## src/sv/msgtok_pkg.sv

```systemverilog
// Shared types, codes and helpers for the MessagePack stream tokenizer.
// Used by msgtok_decode and msgpack_stream_tokenizer_unit; no dependencies.
`default_nettype none
package msgtok_pkg;

    localparam int unsigned DEF_MAX_DEPTH = 16;

    // Type bytes with a special meaning.
    localparam logic [7:0] B_NIL       = 8'hC0;
    localparam logic [7:0] B_FALSE     = 8'hC2;
    localparam logic [7:0] B_TRUE      = 8'hC3;
    localparam logic [7:0] B_FIXINT_LO = 8'h80;
    localparam logic [7:0] B_NEGFIX_LO = 8'hE0;
    localparam logic [7:0] B_FIXSTR    = 8'hA0;
    localparam logic [7:0] B_FIXARR    = 8'h90;
    localparam logic [7:0] B_FIXMAP    = 8'h80;
    localparam logic [7:0] M_TOP3      = 8'hE0;
    localparam logic [7:0] M_TOP4      = 8'hF0;
    localparam logic [7:0] M_LOW5      = 8'h1F;
    localparam logic [7:0] M_LOW4      = 8'h0F;

    // Token kinds.
    localparam logic [3:0] K_NIL     = 4'd0;
    localparam logic [3:0] K_FALSE   = 4'd1;
    localparam logic [3:0] K_TRUE    = 4'd2;
    localparam logic [3:0] K_UINT    = 4'd3;
    localparam logic [3:0] K_INT     = 4'd4;
    localparam logic [3:0] K_F64     = 4'd5;
    localparam logic [3:0] K_STR     = 4'd6;
    localparam logic [3:0] K_BIN     = 4'd7;
    localparam logic [3:0] K_ARRAY   = 4'd8;
    localparam logic [3:0] K_MAP     = 4'd9;
    localparam logic [3:0] K_PAYLOAD = 4'd10;
    localparam logic [3:0] K_ERROR   = 4'd11;

    // Error codes.
    localparam logic [1:0] E_NONE      = 2'd0;
    localparam logic [1:0] E_BAD_TYPE  = 2'd1;
    localparam logic [1:0] E_TRUNCATED = 2'd2;
    localparam logic [1:0] E_TOO_DEEP  = 2'd3;

    // What a decoded byte asks the control logic to do.
    typedef enum logic [2:0] {
        CL_NONE = 3'd0,  // no token yet
        CL_HDR  = 3'd1,  // multi-byte header starts
        CL_FIN  = 3'd2,  // complete value, count it against its parent
        CL_TOK  = 3'd3,  // token without completing a value
        CL_STR  = 3'd4,  // str/bin header with length
        CL_CONT = 3'd5,  // array/map header with count
        CL_ERR1 = 3'd6   // rejected type byte
    } t_cls;

    typedef struct packed {
        logic [7:0] data_byte;
        logic       end_of_buffer;
    } t_in;

    typedef struct packed {
        logic [3:0]  token_kind;
        logic [63:0] token_value;
        logic [4:0]  nest_depth;
        logic        object_end;
        logic [1:0]  error_code;
    } t_out;

    typedef struct packed {
        t_cls        cls;
        logic [3:0]  kind;
        logic [63:0] value;
        logic [3:0]  hdr_len;
    } t_dec;

    // Number of big-endian header bytes after a type byte, 0 if none.
    function automatic logic [3:0] hdr_bytes(input logic [7:0] t);
        logic [3:0] n;
        n = 4'd0;
        case (t)
            8'hCC, 8'hD0, 8'hD9, 8'hC4:               n = 4'd1;
            8'hCD, 8'hD1, 8'hDA, 8'hC5, 8'hDC, 8'hDE: n = 4'd2;
            8'hCE, 8'hD2, 8'hDB, 8'hC6, 8'hDD, 8'hDF: n = 4'd4;
            8'hCF, 8'hD3, 8'hCB:                      n = 4'd8;
            default:                                  n = 4'd0;
        endcase
        return n;
    endfunction

endpackage
`default_nettype wire

```

## src/sv/msgpack_stream_tokenizer_unit.sv

```systemverilog
// Top level of the MessagePack stream tokenizer: control, stack memory, APB register.
// Depends on msgtok_pkg and msgtok_decode.
`default_nettype none
// One byte item is taken per accept; a byte that produces no token or a token that
// does not complete a value is handled without leaving the idle state. A byte that
// completes a value walks the open-container stack in a memory with a registered read
// port, reading (S_RD) and then evaluating (S_EV) each level it looks at, until an
// enclosing container stays open or the stack empties. The input stalls while that walk
// runs and while an undelivered result sits in the output register.
// Register 0 (byte address 0) is depth_limit; 0 acts as 1 and values above MAX_DEPTH
// act as MAX_DEPTH. Stack entries need no clearing after reset.
module msgpack_stream_tokenizer_unit #(
    parameter int unsigned MAX_DEPTH = msgtok_pkg::DEF_MAX_DEPTH
) (
    input  wire logic              i_clk,
    input  wire logic              i_rst_n,
    input  wire logic              i_in_valid,
    output logic                   o_in_stall,
    input  wire msgtok_pkg::t_in   i_in_data,
    output logic                   o_out_valid,
    input  wire logic              i_out_stall,
    output msgtok_pkg::t_out       o_out_data,
    input  wire logic              psel,
    input  wire logic              penable,
    input  wire logic              pwrite,
    input  wire logic [2:0]        paddr,
    input  wire logic [31:0]       pwdata,
    output logic [31:0]            prdata,
    output logic                   pready
);

    localparam int unsigned TW = $clog2(MAX_DEPTH + 1);
    localparam int unsigned AW = (MAX_DEPTH > 1) ? $clog2(MAX_DEPTH) : 1;

    typedef enum logic [2:0] {
        S_IDLE = 3'b001,
        S_RD   = 3'b010,
        S_EV   = 3'b100
    } t_state;

    typedef enum logic [2:0] {
        PH_IDLE = 3'b001,
        PH_HDR  = 3'b010,
        PH_PAY  = 3'b100
    } t_phase;

    t_state           r_state, n_state;
    t_phase           r_phase, n_phase;
    logic [7:0]       r_type, n_type;
    logic [3:0]       r_pend, n_pend;
    logic [63:0]      r_acc, n_acc;
    logic [31:0]      r_left, n_left;
    logic [TW-1:0]    r_top, n_top;
    logic             r_hold, n_hold;
    logic [4:0]       r_lim;
    logic [3:0]       r_tkind, n_tkind;
    logic [63:0]      r_tval, n_tval;
    logic [4:0]       r_depth, n_depth;
    logic             r_eob, n_eob;
    logic             r_out_valid;
    msgtok_pkg::t_out r_out, n_out;
    logic             emit;

    logic [32:0]      r_mem [MAX_DEPTH];
    logic [32:0]      r_rdata;
    logic             mem_we, mem_re;
    logic [AW-1:0]    mem_wa, mem_ra;
    logic [32:0]      mem_wd;

    logic             accept, cfg_wr, hdr_done;
    logic [63:0]      acc_sh;
    logic [3:0]       pend_dec;
    logic [TW-1:0]    top_m1;
    int unsigned      lim_eff;
    msgtok_pkg::t_dec dec;

    assign accept   = i_in_valid && !o_in_stall;
    assign cfg_wr   = psel && penable && pwrite && pready && !paddr[2];
    assign pready   = 1'b1;
    assign prdata   = {27'd0, r_lim};
    assign acc_sh   = {r_acc[55:0], i_in_data.data_byte};
    assign pend_dec = (r_pend != 4'd0) ? (r_pend - 4'd1) : 4'd0;
    assign hdr_done = (r_phase == PH_HDR) && (pend_dec == 4'd0);
    assign top_m1   = r_top - TW'(1);

    assign o_in_stall  = (r_state != S_IDLE) || (r_out_valid && i_out_stall);
    assign o_out_valid = r_out_valid;
    assign o_out_data  = r_out;

    always_comb begin
        lim_eff = (r_lim == 5'd0) ? 1 : 32'(r_lim);
        if (lim_eff > MAX_DEPTH) begin
            lim_eff = MAX_DEPTH;
        end
    end

    msgtok_decode u_decode (
        .i_hdr_done (hdr_done),
        .i_byte     (i_in_data.data_byte),
        .i_type     (r_type),
        .i_acc      (acc_sh),
        .o_dec      (dec)
    );

    always_comb begin
        msgtok_pkg::t_cls cls;
        logic             eob;
        logic [3:0]       kind;
        logic [63:0]      val;
        logic [1:0]       err;

        n_state = r_state;
        n_phase = r_phase;
        n_type  = r_type;
        n_pend  = r_pend;
        n_acc   = r_acc;
        n_left  = r_left;
        n_top   = r_top;
        n_hold  = r_hold;
        n_tkind = r_tkind;
        n_tval  = r_tval;
        n_depth = r_depth;
        n_eob   = r_eob;
        n_out   = r_out;
        emit    = 1'b0;
        mem_we  = 1'b0;
        mem_wa  = r_top[AW-1:0];
        mem_wd  = r_rdata - 33'd1;
        mem_re  = 1'b0;
        mem_ra  = top_m1[AW-1:0];
        cls     = msgtok_pkg::CL_NONE;
        eob     = i_in_data.end_of_buffer;
        kind    = dec.kind;
        val     = dec.value;
        err     = msgtok_pkg::E_NONE;

        unique case (r_state)
            S_IDLE: begin
                if (accept && r_hold) begin
                    if (eob) begin
                        n_hold = 1'b0;
                    end
                end else if (accept) begin
                    unique case (r_phase)
                        PH_HDR: begin
                            n_acc  = acc_sh;
                            n_pend = pend_dec;
                            if (hdr_done) begin
                                n_phase = PH_IDLE;
                                cls     = dec.cls;
                            end
                        end
                        PH_PAY: begin
                            kind   = msgtok_pkg::K_PAYLOAD;
                            val    = {56'd0, i_in_data.data_byte};
                            n_left = (r_left != 32'd0) ? (r_left - 32'd1) : 32'd0;
                            if (n_left == 32'd0) begin
                                n_phase = PH_IDLE;
                                cls     = msgtok_pkg::CL_FIN;
                            end else begin
                                cls = msgtok_pkg::CL_TOK;
                            end
                        end
                        default: begin
                            cls = dec.cls;
                            if (dec.cls == msgtok_pkg::CL_HDR) begin
                                n_type  = i_in_data.data_byte;
                                n_pend  = dec.hdr_len;
                                n_acc   = 64'd0;
                                n_phase = PH_HDR;
                                cls     = msgtok_pkg::CL_NONE;
                            end
                        end
                    endcase

                    // Open strings and containers resolve to a completed value, a plain token, a push or a depth error.
                    if (cls == msgtok_pkg::CL_STR) begin
                        if (val[31:0] == 32'd0) begin
                            cls = msgtok_pkg::CL_FIN;
                        end else begin
                            cls     = msgtok_pkg::CL_TOK;
                            n_phase = PH_PAY;
                            n_left  = val[31:0];
                        end
                    end else if (cls == msgtok_pkg::CL_CONT) begin
                        if (val[31:0] == 32'd0) begin
                            cls = msgtok_pkg::CL_FIN;
                        end else if (32'(r_top) >= lim_eff) begin
                            err = msgtok_pkg::E_TOO_DEEP;
                        end else begin
                            cls    = msgtok_pkg::CL_TOK;
                            mem_we = 1'b1;
                            mem_wd = (kind == msgtok_pkg::K_MAP) ?
                                     {val[31:0], 1'b0} : {1'b0, val[31:0]};
                            n_top  = r_top + TW'(1);
                        end
                    end else if (cls == msgtok_pkg::CL_ERR1) begin
                        err = msgtok_pkg::E_BAD_TYPE;
                    end

                    if (err == msgtok_pkg::E_NONE && cls == msgtok_pkg::CL_FIN) begin
                        n_tkind = kind;
                        n_tval  = val;
                        n_depth = 5'(r_top);
                        n_eob   = eob;
                        n_state = S_RD;
                    end else begin
                        if (err == msgtok_pkg::E_NONE && eob &&
                            (n_phase != PH_IDLE || n_top != '0)) begin
                            err = msgtok_pkg::E_TRUNCATED;
                        end
                        if (err != msgtok_pkg::E_NONE) begin
                            emit  = 1'b1;
                            n_out = '{msgtok_pkg::K_ERROR, 64'd0, 5'(r_top), 1'b0, err};
                            n_phase = PH_IDLE;
                            n_pend  = 4'd0;
                            n_acc   = 64'd0;
                            n_left  = 32'd0;
                            n_top   = '0;
                            n_hold  = !eob;
                            mem_we  = 1'b0;
                        end else if (cls == msgtok_pkg::CL_TOK) begin
                            emit  = 1'b1;
                            n_out = '{kind, val, 5'(r_top), 1'b0, msgtok_pkg::E_NONE};
                        end
                    end
                end
            end
            S_RD: begin
                if (r_top == '0) begin
                    emit    = 1'b1;
                    n_out   = '{r_tkind, r_tval, r_depth, 1'b1, msgtok_pkg::E_NONE};
                    n_state = S_IDLE;
                end else begin
                    mem_re  = 1'b1;
                    n_state = S_EV;
                end
            end
            S_EV: begin
                if (r_rdata > 33'd1) begin
                    emit    = 1'b1;
                    n_state = S_IDLE;
                    if (r_eob) begin
                        // The enclosing container is still open at end of buffer.
                        n_out  = '{msgtok_pkg::K_ERROR, 64'd0, r_depth, 1'b0,
                                   msgtok_pkg::E_TRUNCATED};
                        n_phase = PH_IDLE;
                        n_pend  = 4'd0;
                        n_acc   = 64'd0;
                        n_left  = 32'd0;
                        n_top   = '0;
                    end else begin
                        mem_we = 1'b1;
                        mem_wa = top_m1[AW-1:0];
                        n_out  = '{r_tkind, r_tval, r_depth, 1'b0, msgtok_pkg::E_NONE};
                    end
                end else begin
                    n_top   = top_m1;
                    n_state = S_RD;
                end
            end
            default: begin
                n_state = S_IDLE;
            end
        endcase
    end

    always_ff @(posedge i_clk) begin
        if (mem_we) begin
            r_mem[mem_wa] <= mem_wd;
        end
        if (mem_re) begin
            r_rdata <= r_mem[mem_ra];
        end
    end

    always_ff @(posedge i_clk) begin
        if (!i_rst_n) begin
            r_state     <= S_IDLE;
            r_phase     <= PH_IDLE;
            r_type      <= 8'd0;
            r_pend      <= 4'd0;
            r_acc       <= 64'd0;
            r_left      <= 32'd0;
            r_top       <= '0;
            r_hold      <= 1'b0;
            r_lim       <= 5'd16;
            r_out_valid <= 1'b0;
        end else begin
            r_state <= n_state;
            r_phase <= n_phase;
            r_type  <= n_type;
            r_pend  <= n_pend;
            r_acc   <= n_acc;
            r_left  <= n_left;
            r_top   <= n_top;
            r_hold  <= n_hold;
            if (cfg_wr) begin
                r_lim <= pwdata[4:0];
            end
            if (emit) begin
                r_out_valid <= 1'b1;
            end else if (!i_out_stall) begin
                r_out_valid <= 1'b0;
            end
        end
    end

    always_ff @(posedge i_clk) begin
        r_tkind <= n_tkind;
        r_tval  <= n_tval;
        r_depth <= n_depth;
        r_eob   <= n_eob;
        r_out   <= n_out;
    end

    a_walk_no_pending: assert property (@(posedge i_clk) disable iff (!i_rst_n)
        (r_state != S_IDLE) |-> !r_out_valid)
        else $error("stack walk running while a result is still pending");

    a_top_bound: assert property (@(posedge i_clk) disable iff (!i_rst_n)
        32'(r_top) <= MAX_DEPTH)
        else $error("stack top beyond MAX_DEPTH");

    a_hold_clean: assert property (@(posedge i_clk) disable iff (!i_rst_n)
        r_hold |-> (r_top == '0 && r_phase == PH_IDLE))
        else $error("drop mode with parser state left open");

    a_err_code: assert property (@(posedge i_clk) disable iff (!i_rst_n)
        (o_out_valid && o_out_data.token_kind != msgtok_pkg::K_ERROR)
        |-> (o_out_data.error_code == msgtok_pkg::E_NONE))
        else $error("error code on a non-error token");

endmodule
`default_nettype wire

```

## src/sv/msgtok_decode.sv

```systemverilog
// Classifies a type byte, or a completed multi-byte header, into a token.
// Depends on msgtok_pkg.
`default_nettype none
module msgtok_decode (
    input  wire logic                i_hdr_done,
    input  wire logic [7:0]          i_byte,
    input  wire logic [7:0]          i_type,
    input  wire logic [63:0]         i_acc,
    output msgtok_pkg::t_dec         o_dec
);

    always_comb begin
        o_dec.cls     = msgtok_pkg::CL_FIN;
        o_dec.kind    = msgtok_pkg::K_NIL;
        o_dec.value   = 64'd0;
        o_dec.hdr_len = 4'd0;
        if (i_hdr_done) begin
            unique case (i_type)
                8'hCC, 8'hCD, 8'hCE, 8'hCF: begin
                    o_dec.kind  = msgtok_pkg::K_UINT;
                    o_dec.value = i_acc;
                end
                8'hD0: begin
                    o_dec.kind  = msgtok_pkg::K_INT;
                    o_dec.value = {{56{i_acc[7]}}, i_acc[7:0]};
                end
                8'hD1: begin
                    o_dec.kind  = msgtok_pkg::K_INT;
                    o_dec.value = {{48{i_acc[15]}}, i_acc[15:0]};
                end
                8'hD2: begin
                    o_dec.kind  = msgtok_pkg::K_INT;
                    o_dec.value = {{32{i_acc[31]}}, i_acc[31:0]};
                end
                8'hD3: begin
                    o_dec.kind  = msgtok_pkg::K_INT;
                    o_dec.value = i_acc;
                end
                8'hCB: begin
                    o_dec.kind  = msgtok_pkg::K_F64;
                    o_dec.value = i_acc;
                end
                8'hD9, 8'hDA, 8'hDB: begin
                    o_dec.cls   = msgtok_pkg::CL_STR;
                    o_dec.kind  = msgtok_pkg::K_STR;
                    o_dec.value = {32'd0, i_acc[31:0]};
                end
                8'hC4, 8'hC5, 8'hC6: begin
                    o_dec.cls   = msgtok_pkg::CL_STR;
                    o_dec.kind  = msgtok_pkg::K_BIN;
                    o_dec.value = {32'd0, i_acc[31:0]};
                end
                8'hDC, 8'hDD: begin
                    o_dec.cls   = msgtok_pkg::CL_CONT;
                    o_dec.kind  = msgtok_pkg::K_ARRAY;
                    o_dec.value = {32'd0, i_acc[31:0]};
                end
                default: begin
                    o_dec.cls   = msgtok_pkg::CL_CONT;
                    o_dec.kind  = msgtok_pkg::K_MAP;
                    o_dec.value = {32'd0, i_acc[31:0]};
                end
            endcase
        end else if (i_byte < msgtok_pkg::B_FIXINT_LO) begin
            o_dec.kind  = msgtok_pkg::K_UINT;
            o_dec.value = {56'd0, i_byte};
        end else if (i_byte >= msgtok_pkg::B_NEGFIX_LO) begin
            o_dec.kind  = msgtok_pkg::K_INT;
            o_dec.value = {{56{1'b1}}, i_byte};
        end else if ((i_byte & msgtok_pkg::M_TOP3) == msgtok_pkg::B_FIXSTR) begin
            o_dec.cls   = msgtok_pkg::CL_STR;
            o_dec.kind  = msgtok_pkg::K_STR;
            o_dec.value = {56'd0, i_byte & msgtok_pkg::M_LOW5};
        end else if ((i_byte & msgtok_pkg::M_TOP4) == msgtok_pkg::B_FIXARR) begin
            o_dec.cls   = msgtok_pkg::CL_CONT;
            o_dec.kind  = msgtok_pkg::K_ARRAY;
            o_dec.value = {56'd0, i_byte & msgtok_pkg::M_LOW4};
        end else if ((i_byte & msgtok_pkg::M_TOP4) == msgtok_pkg::B_FIXMAP) begin
            o_dec.cls   = msgtok_pkg::CL_CONT;
            o_dec.kind  = msgtok_pkg::K_MAP;
            o_dec.value = {56'd0, i_byte & msgtok_pkg::M_LOW4};
        end else if (i_byte == msgtok_pkg::B_NIL) begin
            o_dec.kind = msgtok_pkg::K_NIL;
        end else if (i_byte == msgtok_pkg::B_FALSE) begin
            o_dec.kind = msgtok_pkg::K_FALSE;
        end else if (i_byte == msgtok_pkg::B_TRUE) begin
            o_dec.kind = msgtok_pkg::K_TRUE;
        end else if (msgtok_pkg::hdr_bytes(i_byte) == 4'd0) begin
            o_dec.cls = msgtok_pkg::CL_ERR1;
        end else begin
            o_dec.cls     = msgtok_pkg::CL_HDR;
            o_dec.hdr_len = msgtok_pkg::hdr_bytes(i_byte);
        end
    end

endmodule
`default_nettype wire

```

## config.mk

```make
export PLATFORM = sky130hd
export DESIGN_NAME = msgpack_stream_tokenizer_unit
export DESIGN_NICKNAME = d
export VERILOG_FILES = /design/src/sv/msgtok_pkg.sv /design/src/sv/msgpack_stream_tokenizer_unit.sv /design/src/sv/msgtok_decode.sv
export SDC_FILE = /design/constraint.sdc
export NUM_CORES = 1
export LEC_CHECK = 0
export BUFFER_PORTS_ARGS = -buffer_cell sky130_fd_sc_hd__buf_4
export CAP_MARGIN = 0
export CORE_MARGIN = 5
export CORE_UTILIZATION = 56
export CTS_CLUSTER_DIAMETER = 40
export CTS_CLUSTER_SIZE = 8
export DETAILED_ROUTE_END_ITERATION = 8
export PLACE_DENSITY = 0.75
export SETUP_SLACK_MARGIN = 0.02
export SLEW_MARGIN = 0
export SYNTH_ARGS = -nofsm -noshare
export SYNTH_HDL_FRONTEND = slang
export SYNTH_SLANG_ARGS = --single-unit
```

## constraint.sdc

```tcl
create_clock -name i_clk -period 8.4 [get_ports i_clk]
set_clock_uncertainty 0.05 [all_clocks]
set_input_delay 1.68 -clock i_clk [delete_from_list [all_inputs] [get_ports i_clk]]
set_output_delay 1.68 -clock i_clk [all_outputs]
set_load 0.01 [all_outputs]
```

Yosys cells after proc, flatten, opt, wreduce, memory -nomap -nowiden
Memories as Yosys holds them, arrays and structs flattened. A register that Yosys moved wholly into a read port is not among the register bits.
Index checks and enable logic that the tools add are counted.
{ "classes": {"bitwise": 2, "order_cmp": 5, "mux": 192, "addsub": 5, "reduce_logical": 48, "n_eq_ne": 68} }
{ "ops": {"columns": ["cell", "count"], "rows": [
  ["$mux 64", 11],
  ["$pmux 68 s9", 1],
  ["$mux 76", 8],
  ["$mux 32", 11],
  ["$eq 8x8->1 const B", 39],
  ["$mux 33", 8],
  ["$pmux 64 s2", 2],
  ["$pmux 76 s3", 1],
  ["$mux 71", 3],
  ["$mux 4", 37],
  ["$mux 68", 2],
  ["$mux 3", 36],
  ["$mux 5", 14],
  ["$logic_not 32->1", 2],
  ["$pmux 32 s2", 1],
  ["$gt 33x1->1 const B", 1],
  ["$sub 33x1->33 const B", 1],
  ["$ge 5x32->1", 1],
  ["$reduce_bool 32->1", 1],
  ["$sub 32x1->32 const B", 1],
  ["$mux 1", 31],
  ["$mux 2", 14],
  ["$pmux 3 s2", 4],
  ["$eq 3x3->1 const B", 6],
  ["other kinds (40)", 84]
]} }
{ "totals": {"n_memories": 1, "mem_bits_rw": 528, "ff_bits": 276, "wordCells": 340} }
{ "memory_table": {"columns": ["memory", "depth", "width", "rd", "rd_clocked_by_memory_dff", "write_ports", "line_no", "text"], "rows": [
  ["r_mem", 16, 33, 1, 1, 1, "msgpack_stream_tokenizer_unit.sv:64", "logic [32:0] r_mem [MAX_DEPTH];"]
]} }

Longest topological paths before layout
{ "depth": {"ltp_word": 52, "mapped_depth": 17} }

Cells and area by module
From an unflattened synthesis, not the netlist that was laid out.
{ "hier_totals": {"cells_unflattened": 2466, "hier_area_um2": 36283.5} }
{ "by_module_without_submodules": {"columns": ["mod", "seq_area_each_um2", "area_per_inst_um2", "instances", "cells_each"], "rows": [
  ["msgpack_stream_tokenizer_unit", 23712.7, 34647.0, 1, 2193],
  ["msgtok_decode", 0.0, 1636.6, 1, 273]
]} }

Worst setup path after synthesis
Ideal clock, no wire load.
{ "synth_timing": {"kind": "in2reg", "startpoint": "input port i_in_data[1] (netlist bit)", "endpoint": "register r_out (netlist bit o_out_data[0]) (enable)", "n_path_buf": 0, "required_ns": 7.814, "setup_slack_ns": 0.336, "arrival_time_ns": 7.478, "cell_stages": 11, "path_cell_list": "or3_1 > nor4_1 > and3_1 > a211oi_2 > o22ai_2 > nor4_1 > o211a_1 > a22oi_4 > nand2_1 > a21o_1 > a21oi_1"} }
{ "synth_via": {"elab_chain_len": 47, "elab_cells_between_ends": 114} }
{ "synth_lines": {"columns": ["element", "line_no", "text"], "rows": [
  ["start, declared", "msgpack_stream_tokenizer_unit.sv:19", "input wire msgtok_pkg::t_in i_in_data,"],
  ["$eq 8x8->1", "msgtok_pkg.sv:77", "case (t)"],
  ["$reduce_or 6->1, or another cell as far along", "msgtok_pkg.sv:77", null],
  ["$pmux 4 s4", "msgtok_pkg.sv:77", null],
  ["$mux 4", "msgtok_decode.sv:86", "end else if (i_byte == msgtok_pkg::B_TRUE) begin"],
  ["$mux 4", "msgtok_decode.sv:84", "end else if (i_byte == msgtok_pkg::B_FALSE) begin"],
  ["$mux 4", "msgtok_decode.sv:82", "end else if (i_byte == msgtok_pkg::B_NIL) begin"],
  ["$mux 4", "msgtok_decode.sv:78", "end else if ((i_byte & msgtok_pkg::M_TOP4) == msgtok_pkg::B_FIXMAP) begin"],
  ["$mux 4", "msgtok_decode.sv:74", "end else if ((i_byte & msgtok_pkg::M_TOP4) == msgtok_pkg::B_FIXARR) begin"],
  ["[... 31 more ...]", null, null],
  ["$mux 2", "msgpack_stream_tokenizer_unit.sv:208", "if (err == msgtok_pkg::E_NONE && eob &&"],
  ["$mux 2", "msgpack_stream_tokenizer_unit.sv:201", "if (err == msgtok_pkg::E_NONE && cls == msgtok_pkg::CL_FIN) begin"],
  ["$mux 2", "msgpack_stream_tokenizer_unit.sv:143", "end else if (accept) begin"],
  ["$mux 2", "msgpack_stream_tokenizer_unit.sv:139", "if (accept && r_hold) begin"],
  ["$mux 2", "msgpack_stream_tokenizer_unit.sv:137", "unique case (r_state)"],
  ["$reduce_bool 2->1", "msgpack_stream_tokenizer_unit.sv:212", "if (err != msgtok_pkg::E_NONE) begin"],
  ["$ne 3x3->1 (no source line)", null, null],
  ["$reduce_and 7->1 (no source line) (*)", null, null],
  ["end signal, assigned", "msgpack_stream_tokenizer_unit.sv:314", "r_out <= n_out;"],
  ["end, declared", "msgpack_stream_tokenizer_unit.sv:61", "msgtok_pkg::t_out r_out, n_out;"]
]} }
Mark *: on every way between the ends. The rest lies on a longest branch, timed or not. The select of a mux whose other input is x is not followed.
A chain may end at the register's enable or synchronous reset.

Worst setup path in the final report
{ "layout_timing": {"startpoint": "register r_left[0]", "endpoint": "memory r_mem[9][21] (enable)"} }
{ "layout_via": {"elab_chain_len": 31, "elab_cells_between_ends": 60} }
{ "layout_lines": {"columns": ["element", "line_no", "text"], "rows": [
  ["start, declared", "msgpack_stream_tokenizer_unit.sv:52", "logic [31:0] r_left, n_left;"],
  ["start signal, assigned", "msgpack_stream_tokenizer_unit.sv:295", "r_left <= n_left;"],
  ["$sub 32x1->32 / $reduce_bool 32->1 (equally long branches)", "msgpack_stream_tokenizer_unit.sv:156", "n_left = (r_left != 32'd0) ? (r_left - 32'd1) : 32'd0;"],
  ["$mux 32 (*)", "msgpack_stream_tokenizer_unit.sv:156", null],
  ["$logic_not 32->1 (*)", "msgpack_stream_tokenizer_unit.sv:157", "if (n_left == 32'd0) begin"],
  ["$mux 1", "msgpack_stream_tokenizer_unit.sv:157", null],
  ["$pmux 3 s2", "msgpack_stream_tokenizer_unit.sv:144", "unique case (r_phase)"],
  ["$mux 3", "msgpack_stream_tokenizer_unit.sv:143", null],
  ["$mux 3", "msgpack_stream_tokenizer_unit.sv:139", null],
  ["$mux 3", "msgpack_stream_tokenizer_unit.sv:137", null],
  ["[... 15 more ...]", null, null],
  ["$reduce_bool 2->1", "msgpack_stream_tokenizer_unit.sv:212", null],
  ["$mux 1", "msgpack_stream_tokenizer_unit.sv:212", null],
  ["$mux 1 (*)", "msgpack_stream_tokenizer_unit.sv:201", null],
  ["$mux 1 (*)", "msgpack_stream_tokenizer_unit.sv:143", null],
  ["$mux 1 (*)", "msgpack_stream_tokenizer_unit.sv:139", null],
  ["$pmux 1 s2 (*)", "msgpack_stream_tokenizer_unit.sv:137", null],
  ["$mux 1 (*)", "msgpack_stream_tokenizer_unit.sv:269", "if (mem_we) begin"],
  ["$mux 1 (not written as such) (*)", "msgpack_stream_tokenizer_unit.sv:270", "r_mem[mem_wa] <= mem_wd;"],
  ["end, declared", "msgpack_stream_tokenizer_unit.sv:64", null]
]} }
Marked as above.

==> flow_metrics.env <==
export IMPL_status="finished clean"
export IMPL_timing_setup_tns_ns=0
export IMPL_overflow=0
export IMPL_hold_buffers=0
export IMPL_cp_data_arrival_time_ns=6.16
export IMPL_cts_tree="built"
export IMPL_ir_worst_vdd_mv=0.2419
export IMPL_final_nets=2578
export IMPL_gp_congestion=0.9116
export IMPL_multi_input_area_sq_mm=0.01113
export IMPL_powerDensity_mw_per_mm2=288.5
export IMPL_cp_end_kind="flop"
export IMPL_ios=162
export IMPL_synthArstFlopShare_pct=0
export IMPL_dp_slack_ns=1.758
export IMPL_clk_latency_ns=0.73
export IMPL_first_pass_iters=6
export IMPL_path_class="reg -> reg"
export IMPL_drtAntennaViolNets=0
export IMPL_top_usage_layer="met2"
export IMPL_grt_max_degree=112
export IMPL_via_count=22520
export IMPL_gr_usage_all_layers_pct=26.22
export IMPL_met3_usage_pct=5.592
export IMPL_fillCellCount=4212
export IMPL_cts_made_buffers=130
export IMPL_cts_sinks=829
export IMPL_slew_violations=0
export IMPL_synth_edf_count=711
export IMPL_rsz0062_at_grt="false"
export IMPL_ys_types=91
export IMPL_use_met2_pct=43.73
export IMPL_final_hold_violation_count=0
export IMPL_syn_area_per_cell_sq_um=14.90
export IMPL_worstPathRequired_ns=8.69
export IMPL_seq_area_sq_mm=0.02372
export IMPL_antenna_found_initial=0
export IMPL_cp_start_kind="flop"
export IMPL_remaining_drc_errors=0
export IMPL_wl_per_cell_microns=26.52
export IMPL_met1_usage_pct=34.67
export IMPL_max_freq_mhz=170.5
export IMPL_drtIter0Drc=2593
export IMPL_grt_pass1_wl_microns=135500
export IMPL_post_dp_hpwl_microns=50670
export IMPL_wl_microns=90850
export IMPL_diodes=0
export IMPL_chipWidth_microns=261.9
export IMPL_maxCapViolations=0
export IMPL_syn_area_sq_mm=0.03554
export IMPL_post_cts_buffers=0
export IMPL_total_power_uw=11850
export IMPL_die_h_microns=261.9
export IMPL_min_period_ns=5.864
export IMPL_p_sw_uw=3256
export IMPL_ys_flop_type="edfxtp_1"
export IMPL_hp_class="reg -> reg"
export IMPL_cp_max_fo=27
export IMPL_p_comb_share_pct=18.0
export IMPL_synthCells=2386
export IMPL_syn_to_final_growth_pct=15.51
export IMPL_drive_gt1_share_pct=21.67
export IMPL_p_int_uw=8590
export IMPL_path_clk_slew_ns=0.05
export IMPL_ys_warnings_count=0
export IMPL_post_cts_resized=0
export IMPL_coreArea_sq_mm=0.06297
export IMPL_die_area_sq_mm=0.06860
export IMPL_seq_area_frac_synth_pct=66.72
export IMPL_worstMarginPinSlew_ns=1.280
export IMPL_hold_ws_ns=0.3873
export IMPL_cts_max_path_buffers=3
export IMPL_seqPwrFrac_pct=41.9
export IMPL_port_buffers=104
export IMPL_num_rows=92
export IMPL_period_share_pct=69.81
export IMPL_root_buffer="clkbuf_16"
export IMPL_relSlewSlack_pct=14.57
export IMPL_start_util_pct=56.45
export IMPL_setup_violations=0
export IMPL_ys_ff_latch=829
export IMPL_grt_pass1_vias=22050
export IMPL_htree_levels=4
export IMPL_final_setup_worst_slack_ns=2.536
export IMPL_p_leak_uw=0.01377
export IMPL_p_sw_share_pct=27.48
export IMPL_clockPowerShare_pct=40.1
export IMPL_viasPerCell=6.574
cell type report:
cell class / count / area share [%]
Sequential cell: 829 / 57.77
Multi-Input combinational cell: 1364 / 27.12
Clock buffer: 164 / 8.412
Timing Repair Buffer: 159 / 2.938
Tap cell: 846 / 2.578
Clock inverter: 31 / 0.8808
Inverter: 33 / 0.3017
logic make-up (layout without fill, tap and decap cells):
family / after synthesis / after routing / synth area share, %
other: 2 / 28 / 0.02113
muxes: 206 / 206 / 11.62
buffers and inverters: 219 / 387 / 2.788
xor gates and xnor gates: 40 / 40 / 0.9857
and+or+nand+nor: 581 / 581 / 7.847
DFF: 829 / 829 / 66.72
AOI/OAI and AO/OA: 499 / 499 / 9.667
adders and majority gates: 10 / 10 / 0.3520
synthesized netlist by cell type, drive strengths merged, types with 4 or more instances:
| master | number | share of area [%] |
|---|---|---|
| nand2 | 186 | 2.0 |
| nor3 | 69 | 0.99 |
| nand4 | 12 | 0.23 |
| a22o | 111 | 2.7 |
| a221oi | 4 | 0.12 |
| xor2 | 22 | 0.54 |
| nand4b | 6 | 0.15 |
| xnor2 | 18 | 0.44 |
| or2 | 11 | 0.19 |
| ha | 10 | 0.35 |
| or3b | 4 | 0.099 |
| o22ai | 4 | 0.088 |
| a22oi | 29 | 0.65 |
| o21a | 7 | 0.15 |
| a21oi | 144 | 2.1 |
| or3 | 14 | 0.25 |
| clkbuf | 112 | 1.2 |
| nand2b | 17 | 0.30 |
| mux4 | 165 | 10 |
| nor3b | 6 | 0.18 |
| o21ai | 87 | 1.2 |
| o211ai | 12 | 0.25 |
| nor4 | 30 | 0.57 |
| a31oi | 15 | 0.31 |
| a211oi | 23 | 0.50 |
| nand3 | 32 | 0.45 |
| nand3b | 6 | 0.13 |
| a21o | 9 | 0.19 |
| o31ai | 9 | 0.24 |
| nor2 | 154 | 1.6 |
| buf | 74 | 1.3 |
| mux2i | 38 | 1.1 |
| nor2b | 8 | 0.14 |
| or4 | 9 | 0.21 |
| dfxtp | 118 | 6.6 |
| and3 | 9 | 0.16 |
| o31a | 4 | 0.099 |
| o21bai | 4 | 0.084 |
| inv | 33 | 0.35 |
| edfxtp | 711 | 60 |
final timing paths:
path / slack [ns] / to / cells past startpoint / start
max: 2.54 / r_mem[9][21]$_DFFE_PP_ / 14 / r_left[0]$_SDFFE_PN0P_
min: 0.39 / r_type[5]$_SDFFE_PN0P_ / 2 / r_type[5]$_SDFFE_PN0P_
max reg2reg: 2.54 / r_mem[9][21]$_DFFE_PP_ / 14 / r_left[0]$_SDFFE_PN0P_
min reg2reg: 0.39 / r_type[5]$_SDFFE_PN0P_ / 2 / r_type[5]$_SDFFE_PN0P_
stage by stage:
step	instances	util [%]	instance area (sq um)
after floorplan	2412	-	35640
after global placement	3231	59.13	37230
after detailed placement	3231	59.13	37230
after CTS	3426	65.19	41050
after global routing	3426	65.20	41050
final	3426	65.20	41050
per-layer routing:
metal	vias to the layer above	routed length, microns
met5	-	0
met4	0	2931
met3	213	7927
met2	1317	45610
met1	11380	34380
li1	9611	-
registers in the layout, summed over array words and instances (netlist names), 3 cells and up:
register / count
o_out_data: 76
r_acc: 56
r_depth: 5
r_left: 32
r_lim: 5
r_mem: 528
r_pend: 4
r_phase: 3
r_rdata: 33
r_state: 3
r_tkind: 4
r_top: 5
r_tval: 64
r_type: 8
critical path, stage by stage, from the launching register on:
cell	delay [ns]
dfxtp_1	0.40
inv_1	0.10
ha_1	0.34
nor3b_2	0.46
nand3_1	0.35
nor3_2	0.39
nand2_1	0.24
a221oi_2	0.34
nand4_2	0.30
o31ai_4	0.34
a22oi_4	0.16
nand2_1	0.20
a31oi_1	0.40
nor3_2	0.80
buf_4	0.60
power groups by stage:
stage | Sequential [uW] | Combinational, uW | Clock [uW]
final | 4960 | 2130 | 4750
after global routing | 4980 | 2270 | 5020
after CTS | 4960 | 2120 | 4810
after detailed placement | 5030 | 2100 | 0
after global placement | 5030 | 2060 | 0
after floorplan | 5110 | 1320 | 0
cells in the final DEF (no fill, tap or decap), types with 29 or more instances in the layout:
cell         n
a22o_1     111
clkbuf_1    29
inv_1       33
nand2_1    184
buf_4      158
dfxtp_1    117
nor3_1      50
mux4_2     165
clkbuf_16  132
a21oi_1    142
edfxtp_1   711
mux2i_1     38
nand3_1     32
nor2_1     149
o21ai_0     81
Power figures use the tool's default switching activity.
